===== src/pfb_pkg.sv =====
package pfb_pkg;

   // default store geometry
   localparam int COLUMNS_DEF = 84;
   localparam int PAGES_DEF   = 6;

   // request actions
   typedef enum logic [1:0] {
      ACT_PLOT  = 2'd0,
      ACT_BLIT  = 2'd1,
      ACT_CLEAR = 2'd2,
      ACT_READ  = 2'd3
   } action_type;

   // plot modes
   localparam logic [1:0] MODE_CLEAR  = 2'd0;
   localparam logic [1:0] MODE_SET    = 2'd1;
   localparam logic [1:0] MODE_INVERT = 2'd2;

   // sequencer states
   typedef enum logic [2:0] {
      ST_IDLE,
      ST_ADDR,
      ST_READ,
      ST_WRITE,
      ST_NEXT_READ,
      ST_NEXT_WRITE,
      ST_SWEEP
   } state_type;

endpackage


===== src/page_framebuffer_plot_blit_core.sv =====
// channel   ports                                   handshake
// request   req_action .. req_glyph_height          start high while busy low
// response  rsp_pixel_byte, rsp_out_column,         rsp_strobe, one cycle
//           rsp_out_page
//
// plot, read and blit pass address multiply, registered read, then modify and
// write back (a read registers its result instead), all through the single
// store port; a blit whose carry spills into the next page adds a read and a
// merge there; clear sweeps the store one byte a cycle, COLUMNS*PAGES bytes
// (504 default); reset starts the same sweep; busy stays high until it ends
// a read result shows in the cycle after the write-back step; it cannot be held
module page_framebuffer_plot_blit_core #(
   parameter int COLUMNS = pfb_pkg::COLUMNS_DEF,
   parameter int PAGES   = pfb_pkg::PAGES_DEF
) (
   input  logic       clock,
   input  logic       reset,
   input  logic       start,
   output logic       busy,
   input  logic [1:0] req_action,
   input  logic [6:0] req_column,
   input  logic [5:0] req_pixel_row,
   input  logic [1:0] req_plot_mode,
   input  logic [7:0] req_glyph_byte,
   input  logic [2:0] req_byte_index,
   input  logic       req_last_byte,
   input  logic [5:0] req_glyph_height,
   output logic       rsp_strobe,
   output logic [7:0] rsp_pixel_byte,
   output logic [6:0] rsp_out_column,
   output logic [2:0] rsp_out_page
);
   import pfb_pkg::*;

   localparam int DEPTH  = COLUMNS * PAGES;
   localparam int ADDR_W = (DEPTH > 1) ? $clog2(DEPTH) : 1;
   localparam int CALC_W = ADDR_W + 6;

   // frame store
   logic [7:0] mem [DEPTH];
   logic [7:0] rdata_ff;
   logic       mem_we;
   logic [7:0] mem_wdata;

   // control registers
   state_type         state_ff, state_in;
   logic [ADDR_W-1:0] addr_ff, addr_in;
   logic [7:0]        carry_ff, carry_in;
   logic              strobe_ff, strobe_in;
   logic              ok_ff, ok_in;

   // latched request
   action_type act_ff, act_in;
   logic [6:0] col_ff, col_in;
   logic [5:0] row_ff, row_in;
   logic [1:0] mode_ff, mode_in;
   logic [7:0] glyph_ff, glyph_in;
   logic [2:0] bidx_ff, bidx_in;
   logic       last_ff, last_in;
   logic [2:0] hgt_ff, hgt_in;

   // response registers
   logic [7:0] pbyte_ff, pbyte_in;
   logic [6:0] ocol_ff, ocol_in;
   logic [2:0] opage_ff, opage_in;

   // datapath helpers
   logic [2:0]        page;
   logic [2:0]        off;
   logic [4:0]        pg;
   logic [4:0]        tgt;
   logic              col_ok;
   logic              tgt_ok;
   logic              next_ok;
   logic [CALC_W-1:0] addr_calc;
   logic [15:0]       shifted;
   logic [7:0]        bit_mask;
   logic [7:0]        kept;
   logic [2:0]        low_n;
   logic [7:0]        low_mask;

   assign busy           = (state_ff != ST_IDLE);
   assign rsp_strobe     = strobe_ff;
   assign rsp_pixel_byte = pbyte_ff;
   assign rsp_out_column = ocol_ff;
   assign rsp_out_page   = opage_ff;

   // address and merge arithmetic
   always_comb begin
      page      = row_ff[5:3];
      off       = row_ff[2:0];
      pg        = {2'b00, page} + {2'b00, bidx_ff};
      tgt       = (act_ff == ACT_BLIT) ? pg : {2'b00, page};
      col_ok    = {3'b000, col_ff} < 10'(COLUMNS);
      tgt_ok    = col_ok && ({1'b0, tgt} < 6'(PAGES));
      next_ok   = col_ok && (({1'b0, pg} + 6'd1) < 6'(PAGES));
      addr_calc = CALC_W'(tgt) * CALC_W'(COLUMNS) + CALC_W'(col_ff);
      shifted   = {8'h00, glyph_ff} << off;
      bit_mask  = 8'h01 << off;
      if (bidx_ff == 3'd0) begin
         kept = (ok_ff ? rdata_ff : 8'h00) & ((8'h01 << off) - 8'h01);
      end else begin
         kept = carry_ff;
      end
      low_n    = off + hgt_ff;
      low_mask = (8'h01 << low_n) - 8'h01;
   end

   // sequencer next state and outputs
   always_comb begin
      state_in  = state_ff;
      addr_in   = addr_ff;
      carry_in  = carry_ff;
      strobe_in = 1'b0;
      ok_in     = ok_ff;
      act_in    = act_ff;
      col_in    = col_ff;
      row_in    = row_ff;
      mode_in   = mode_ff;
      glyph_in  = glyph_ff;
      bidx_in   = bidx_ff;
      last_in   = last_ff;
      hgt_in    = hgt_ff;
      pbyte_in  = pbyte_ff;
      ocol_in   = ocol_ff;
      opage_in  = opage_ff;
      mem_we    = 1'b0;
      mem_wdata = 8'h00;
      case (state_ff)
         ST_IDLE: begin
            if (start) begin
               act_in   = action_type'(req_action);
               col_in   = req_column;
               row_in   = req_pixel_row;
               mode_in  = req_plot_mode;
               glyph_in = req_glyph_byte;
               bidx_in  = req_byte_index;
               last_in  = req_last_byte;
               hgt_in   = req_glyph_height[2:0];
               if (action_type'(req_action) == ACT_CLEAR) begin
                  addr_in  = '0;
                  state_in = ST_SWEEP;
               end else begin
                  state_in = ST_ADDR;
               end
            end
         end
         ST_ADDR: begin
            addr_in  = addr_calc[ADDR_W-1:0];
            ok_in    = tgt_ok;
            state_in = ST_READ;
         end
         ST_READ: begin
            state_in = ST_WRITE;
         end
         ST_WRITE: begin
            state_in = ST_IDLE;
            case (act_ff)
               ACT_PLOT: begin
                  mem_we = ok_ff;
                  case (mode_ff)
                     MODE_CLEAR:  mem_wdata = rdata_ff & ~bit_mask;
                     MODE_SET:    mem_wdata = rdata_ff | bit_mask;
                     MODE_INVERT: mem_wdata = rdata_ff ^ bit_mask;
                     default:     mem_wdata = rdata_ff;
                  endcase
               end
               ACT_BLIT: begin
                  mem_we    = ok_ff;
                  mem_wdata = kept | shifted[7:0];
                  carry_in  = shifted[15:8];
                  if (last_ff && (off != 3'd0) && next_ok) begin
                     addr_in  = addr_ff + ADDR_W'(COLUMNS);
                     state_in = ST_NEXT_READ;
                  end
               end
               ACT_READ: begin
                  strobe_in = ok_ff;
                  pbyte_in  = rdata_ff;
                  ocol_in   = col_ff;
                  opage_in  = page;
               end
               default: begin
                  state_in = ST_IDLE;
               end
            endcase
         end
         ST_NEXT_READ: begin
            state_in = ST_NEXT_WRITE;
         end
         ST_NEXT_WRITE: begin
            mem_we    = 1'b1;
            mem_wdata = carry_ff | (rdata_ff & ~low_mask);
            state_in  = ST_IDLE;
         end
         ST_SWEEP: begin
            mem_we    = 1'b1;
            mem_wdata = 8'h00;
            if (addr_ff == ADDR_W'(DEPTH - 1)) begin
               state_in = ST_IDLE;
            end else begin
               addr_in = addr_ff + ADDR_W'(1);
            end
         end
         default: begin
            state_in = ST_IDLE;
         end
      endcase
   end

   // control state
   always_ff @(posedge clock) begin
      if (reset) begin
         state_ff  <= ST_SWEEP;
         addr_ff   <= '0;
         carry_ff  <= 8'h00;
         strobe_ff <= 1'b0;
         ok_ff     <= 1'b0;
      end else begin
         state_ff  <= state_in;
         addr_ff   <= addr_in;
         carry_ff  <= carry_in;
         strobe_ff <= strobe_in;
         ok_ff     <= ok_in;
      end
   end

   // request and response payload
   always_ff @(posedge clock) begin
      act_ff   <= act_in;
      col_ff   <= col_in;
      row_ff   <= row_in;
      mode_ff  <= mode_in;
      glyph_ff <= glyph_in;
      bidx_ff  <= bidx_in;
      last_ff  <= last_in;
      hgt_ff   <= hgt_in;
      pbyte_ff <= pbyte_in;
      ocol_ff  <= ocol_in;
      opage_ff <= opage_in;
   end

   // store port: one write, one registered read
   always_ff @(posedge clock) begin
      if (mem_we) begin
         mem[addr_ff] <= mem_wdata;
      end
      rdata_ff <= mem[addr_ff];
   end

   // a response only follows the write-back step of a read
   a_strobe_src: assert property (@(posedge clock) disable iff (reset)
      strobe_ff |-> ($past(state_ff) == ST_WRITE && $past(act_ff) == ACT_READ))
      else $error("response strobe without a read request");

   // a response leaves the sequencer idle
   a_strobe_idle: assert property (@(posedge clock) disable iff (reset)
      strobe_ff |-> !busy)
      else $error("response strobe while busy");

   // next-page merge always follows its own read
   a_next_order: assert property (@(posedge clock) disable iff (reset)
      (state_ff == ST_NEXT_WRITE) |-> ($past(state_ff) == ST_NEXT_READ))
      else $error("carry merge without read");

   // clearing sweep stays inside the store
   a_sweep_range: assert property (@(posedge clock) disable iff (reset)
      (state_ff == ST_SWEEP) |-> (32'(addr_ff) < DEPTH))
      else $error("sweep address out of range");

endmodule


===== config.mk =====
export PLATFORM = sky130hd
export DESIGN_NAME = page_framebuffer_plot_blit_core
export DESIGN_NICKNAME = d
export VERILOG_FILES = /design/src/pfb_pkg.sv /design/src/page_framebuffer_plot_blit_core.sv
export SDC_FILE = /design/constraint.sdc
export NUM_CORES = 2
export LEC_CHECK = 0
export BUFFER_PORTS_ARGS = -buffer_cell sky130_fd_sc_hd__buf_2
export CAP_MARGIN = 10
export CORE_MARGIN = 2
export CORE_UTILIZATION = 38
export DETAILED_ROUTE_END_ITERATION = 8
export PLACE_DENSITY = 0.53
export SLEW_MARGIN = 25
export SYNTH_ARGS = -nofsm -noshare
export SYNTH_HDL_FRONTEND = slang
export SYNTH_SLANG_ARGS = --single-unit

===== constraint.sdc =====
create_clock -name clock -period 29.6 [get_ports clock]
set_clock_uncertainty 0.1 [all_clocks]
set_input_delay 2.96 -clock clock [delete_from_list [all_inputs] [get_ports clock]]
set_output_delay 2.96 -clock clock [all_outputs]
set_load 0.005 [all_outputs]

[Word level (Yosys, flattened, before mapping)]
Memory sizes are Yosys's and may differ from the RTL's. A register that Yosys moved wholly into a read port is not among the register bits.
Index checks and enable logic that the tools add are counted.
Cells by class
  $mul: 1
  multiplexer cells: 22
  shift-type cells: 3
  bitwise gates (word level): 11
  reduce and logical (&&, ||, !) cells: 19
  $lt $le $gt $ge: 3
  equal/unequal tests: 18
  add/subtract/negate cells: 8
Operators by type and width (number)
  two-way mux 9 bit: 5
  case mux 9 bit (4 select lines): 1
  case mux 8 bit (2 select lines): 2
  AND 8 bit: 3
  bitwise OR 8 bit: 3
  case mux 8 bit (3 select lines): 1
  case mux 3 bit (6 select lines): 1
  two-way mux 8 bit: 2
  inverter 8 bit: 2
  left shift 1 x 3 -> 8 bit (first input constant): 2
  left shift 8 x 3 -> 16 bit: 1
  subtractor 8 x 1 -> 8 bit (second input constant): 2
  two-way mux 3 bit: 5
  != test 2 bit (second input constant): 6
  adder 9 x 1 -> 9 bit (second input constant): 1
  adder 9 x 7 -> 9 bit: 1
  adder 9 x 7 -> 9 bit (second input constant): 1
  == test 3 bit (second input constant): 3
  == test 9 bit (second input constant): 1
  AND reduction 2 bit: 4
  XOR 8 bit: 1
  < comparator 7 bit (second input constant): 1
  multiplier 4 x 5 -> 7 bit (second input constant): 1
  == test 2 bit (second input constant): 3
  other kinds (20): 32
Storage, ports and cells
  register bits: 72
  output and inout bits: 20
  memory bits (writable): 4032
  memories: 1
  input port bits: 38
Memories
  mem: depth 504, width 8, read ports 1, clocked after Yosys merged registers in 1, write ports 1, line page_framebuffer_plot_blit_core.sv:40  | logic [7:0] mem [DEPTH];

[Depth between registers and ports, before layout]
  depth in word-level cells: 8
  mapped depth: 14
  gate-level depth less buffers: 14

[Least setup slack after synthesis]
Ideal clock, no wire load.
  kind: register to register
  from: reg row_ff[1]
  to: mem mem[0][3] (data pin)
  library setup time: 4.107 ns
  setup slack: 3.962 ns
  clock period less this slack: 25.638 ns
  arrival: 21.431 ns
  data required time: 25.393 ns
  cell stages (with the launch flop): 8
  buffers on the path: 1
  cells stage by stage: edfxtp_1 -> clkbuf_1 -> inv_1 -> fa_1 -> xnor2_1 -> xnor2_1 -> a21oi_1 -> o21ai_0
Between the ends
  word-level cells in the longest chain between the ends: 7
  elaborated cells between the ends (all ways): 19
  classes of those cells: add/sub: 3; shift: 3; mux: 4; bitwise: 9
Ends and longest elaborated chain
  start: declaration: line page_framebuffer_plot_blit_core.sv:55  | logic [5:0] row_ff, row_in;
  start signal: assignment: line page_framebuffer_plot_blit_core.sv:232  | row_ff <= row_in;
  adder 3 bit / left shift 1 x 3 -> 8 bit (equally long branches): line page_framebuffer_plot_blit_core.sv:105, page_framebuffer_plot_blit_core.sv:99, page_framebuffer_plot_blit_core.sv:101
  left shift 1 x 3 -> 8 bit / subtractor 8 x 1 -> 8 bit (equally long branches): line page_framebuffer_plot_blit_core.sv:106, page_framebuffer_plot_blit_core.sv:101
  subtractor 8 x 1 -> 8 bit / AND 8 bit (equally long branches): line page_framebuffer_plot_blit_core.sv:106, page_framebuffer_plot_blit_core.sv:101
  inverter 8 bit / two-way mux 8 bit (equally long branches): line page_framebuffer_plot_blit_core.sv:193, page_framebuffer_plot_blit_core.sv:100
  AND 8 bit / bitwise OR 8 bit (equally long branches): line page_framebuffer_plot_blit_core.sv:193, page_framebuffer_plot_blit_core.sv:170
  bitwise OR 8 bit / case mux 8 bit (2 select lines) (equally long branches): line page_framebuffer_plot_blit_core.sv:193, page_framebuffer_plot_blit_core.sv:158
  case mux 8 bit (2 select lines) (*): line page_framebuffer_plot_blit_core.sv:129  | case (state_ff)
  net mem_wdata[3]: line page_framebuffer_plot_blit_core.sv:43  | logic [7:0] mem_wdata;
  end: declaration: line page_framebuffer_plot_blit_core.sv:40
Mark *: on every way through the listed nets, which the timed path passes. The rest lies on a longest branch.

[Final worst setup path]
  from: reg row_ff[1]
  to: mem mem[16][4] (data pin)
The elaborated chain is that of the path after synthesis.

==> results.sh <==
export IMPL_synthTopCellsByArea="edfxtp_1 76%, mux4_2 13%, mux2i_1 2.1%, nor2_1 1.4%, a22oi_1 0.82%"
export IMPL_cp_arrival_ns=7.95
export IMPL_hold_depth=2
export IMPL_vdd_drop_max_mv=0.0683
export IMPL_numCtsBuffers=431
export IMPL_placementRows=239
export IMPL_yosysTopAreaCellShare_pct=76.1
export IMPL_syn_nets=7968
export IMPL_synth_compound_area_share_pct=3.21
export IMPL_min_period_ns=7.42
export IMPL_p_sw_share_pct=28.1
export IMPL_ys_async_sr_fraction_pct=0
export IMPL_die_h_microns=655
export IMPL_intPower_w=0.0104
export IMPL_pwr_density_cell_nw_per_um2=79.6
export IMPL_required_ns=30.13
export IMPL_die_x_microns=655
export IMPL_fmax_mhz=135
export IMPL_ys_types=77
export IMPL_drtPass1Iterations=6
export IMPL_postCtsHoldBufs=0
export IMPL_fin_nets=8166
export IMPL_synth_xor_area_share_pct=0.0707
export IMPL_gp_congestion=0.834
export IMPL_die_area_sq_um=429000
export IMPL_clkPwrFrac_pct=36.5
export IMPL_finalCritPeriodShare_pct=25.1
export IMPL_register_area_sq_um=123000
export IMPL_hold_end="carry_ff[0]$_SDFFE_PP0P_"
export IMPL_cp_max_fo=111
export IMPL_core_sq_um=423000
export IMPL_yosysSeqAreaShare_pct=76.4
export IMPL_hold_viol=0
export IMPL_synthFlopType="edfxtp_1"
export IMPL_critPathKind="register to register"
export IMPL_cts_resized=0
export IMPL_worst_slew_pin_transition_ns=1.24
export IMPL_synth_edf_count=4082
export IMPL_yosys_area_top_type="edfxtp_1"
export IMPL_finalSetupViolations=0
export IMPL_yosysMostFrequentCell="edfxtp_1"
export IMPL_initial_core_util_pct=38.1
export IMPL_cts_setup_buffers=0
export IMPL_worst_r2r_cell_count=15
export IMPL_fin_cells=14116
export IMPL_grt_setup_unrepaired="no"
export IMPL_synth_cells=7884
export IMPL_tns_ns=0
export IMPL_antenna_found_initial=44
export IMPL_r2r_setup_slack_ns=22.18
export IMPL_pwr_share_comb_pct=18.6
export IMPL_outcome="finished clean"
export IMPL_synth_seq_cells=4111
export IMPL_antenna_left=0
export IMPL_synthToLayoutAreaGrowth_pct=13.0
export IMPL_reg2reg_from="row_ff[1]$_DFFE_PP_"
export IMPL_synth_fa_ha_area_share_pct=0.376
export IMPL_syn_area_sq_um=161000
export IMPL_relSlewSlack_pct=16.3
export IMPL_synth_top_family_by_area="multiplexers"
export IMPL_min_from="carry_ff[0]$_SDFFE_PP0P_"
export IMPL_drive_gt1_share_pct=22.7
export IMPL_htree_levels=5
export IMPL_yosys_area_share_simple_pct=3.07
export IMPL_p_switching_w=0.00407
export IMPL_whs_ns=0.380
export IMPL_wirelength_mm=492
export IMPL_slew_viol_final=0
export IMPL_path_clk_slew_ns=0.06
export IMPL_clk_latency_ns=0.99
export IMPL_synthTopCellsByCount="4082 x edfxtp_1, 907 x mux4_2, 612 x nor2_1"
export IMPL_cts_sinks=4111
export IMPL_cts_buffer_depth=4
export IMPL_r2r_end="mem[16][4]$_DFFE_PP_"
export IMPL_via_count=82692
export IMPL_cp_end_kind="register"
export IMPL_grt_max_degree=192
export IMPL_synth_mux_area_share_pct=15.1
export IMPL_nFillCells=36489
export IMPL_startpoint_type="register"
export IMPL_drc=0
export IMPL_port_buffers=54
export IMPL_grt_pass1_wl_mm=674
export IMPL_yosys_warnings=0
export IMPL_detail_route_vias_per_cell=5.86
export IMPL_grt_use_total_pct=22.6
export IMPL_syn_avg_cell_area_sq_um=20.4
export IMPL_drt_initial_drc_count=10829
export IMPL_wl_per_cell_microns=34.8
export IMPL_hold_class="register to register"
export IMPL_dp_hpwl_mm=292
export IMPL_power_frac_seq_pct=45.0
export IMPL_maxCapViolations=0
export IMPL_leakagePower_nw=51.9
export IMPL_ios=58
export IMPL_grt_pass1_vias=81913
export IMPL_cts_root_buf="clkbuf_16"
export IMPL_multi_input_area_sq_um=35800
export IMPL_cts_tree="yes"
export IMPL_placed_cells=13306
export IMPL_grt_ovfl_total=0
-- flip-flops by register name, summed over array words and instances (netlist names), 2 cells and up --
| name | count |
|---|---|
| row_ff | 6 |
| rsp_out_page | 3 |
| glyph_ff | 8 |
| mode_ff | 2 |
| addr_ff | 9 |
| mem | 4032 |
| hgt_ff | 3 |
| rdata_ff | 8 |
| rsp_pixel_byte | 8 |
| rsp_out_column | 7 |
| bidx_ff | 3 |
| act_ff | 2 |
| carry_ff | 7 |
| state_ff | 3 |
| col_ff | 7 |
-- critical path, cell delays in order, from the launching register on --
cell and delay [ns]:
edfxtp_1 0.80, inv_1 0.31, fa_1 0.49, xnor2_1 0.15, xnor2_1 0.66, nand3b_1 0.22, ha_1 0.34, o21ai_0 0.11
o21ai_0 0.09, a21oi_1 0.17, nor2_1 0.09, o221ai_4 0.15, buf_4 0.65, buf_4 0.77, buf_4 0.86, buf_6 0.71
-- cell usage in the layout, fill, tap and decap left out, types with 78 or more instances in the layout --
cell type,count
mux4_2,907
clkinv_1,114
clkbuf_16,437
clkinv_2,78
nand2_1,214
a21oi_1,116
nor2_1,600
nand3_1,88
buf_4,181
clkbuf_1,95
a22oi_1,177
mux2i_1,331
edfxtp_1,4082
-- stage by stage --
step           utilization (%)  cell area (sq um)  setup WS [ns]  total power (W)
2_1_floorplan                -             161000           3.96          0.00835
3_3_place_gp              39.8             168000          22.14          0.00931
3_5_place_dp              39.8             168000          21.99          0.00932
4_1_cts                   43.0             182000          21.94           0.0145
5_1_grt                   43.0             182000          21.71           0.0149
6_report                  43.0             182000          22.18           0.0145
-- cells by family after synthesis --
logic type | count (synthesis)
XOR/XNOR | 13
adder cells (fa/ha/maj) | 46
AO/OA/AOI/OAI | 738
buffers and inverters | 537
AND/OR/NAND/NOR | 1142
flip-flops | 4111
multiplexers | 1297
-- power by group through the flow --
stage / sequential [W] / combinational, W / clock [W]
2_1_floorplan: 0.00669 / 0.00167 / 0
3_3_place_gp: 0.00663 / 0.00267 / 0
3_5_place_dp: 0.00664 / 0.00268 / 0
4_1_cts: 0.00651 / 0.00269 / 0.00534
5_1_grt: 0.00652 / 0.00278 / 0.00556
6_report: 0.00651 / 0.00269 / 0.00528
-- cell type report --
| class | instances | area share (%) |
|---|---|---|
| antenna | 13 | 0.0179 |
| timing repair buffer | 262 | 1.18 |
| tap | 5663 | 3.89 |
| clock buffer | 537 | 6.24 |
| inverter | 40 | 0.0908 |
| multi-input combinational | 3236 | 19.6 |
| clock inverter | 254 | 1.24 |
| sequential | 4111 | 67.7 |
-- per-layer routing --
| layer | GRT usage, % | vias up | wire length (microns) |
|---|---|---|---|
| li1 | - | 33175 | - |
| met1 | 31.4 | 44783 | 199000 |
| met2 | 36.0 | 3962 | 232000 |
| met3 | 4.51 | 756 | 44100 |
| met4 | 6.75 | 16 | 16500 |
| met5 | 0 | - | 102 |
-- worst max-delay path by stage --
stage	start	to	slack, ns	depth (start not counted)
floorplan	row_ff[1]$_DFFE_PP_	mem[0][3]$_DFFE_PP_	3.96	7
global placement	row_ff[0]$_DFFE_PP_	mem[22][4]$_DFFE_PP_	22.14	16
detailed placement	row_ff[0]$_DFFE_PP_	mem[18][4]$_DFFE_PP_	21.99	16
CTS	row_ff[0]$_DFFE_PP_	mem[20][4]$_DFFE_PP_	21.94	16
global route	row_ff[1]$_DFFE_PP_	mem[326][4]$_DFFE_PP_	21.71	15
finish	row_ff[1]$_DFFE_PP_	mem[16][4]$_DFFE_PP_	22.18	15
No activity file was read; power rests on OpenSTA's default activity.
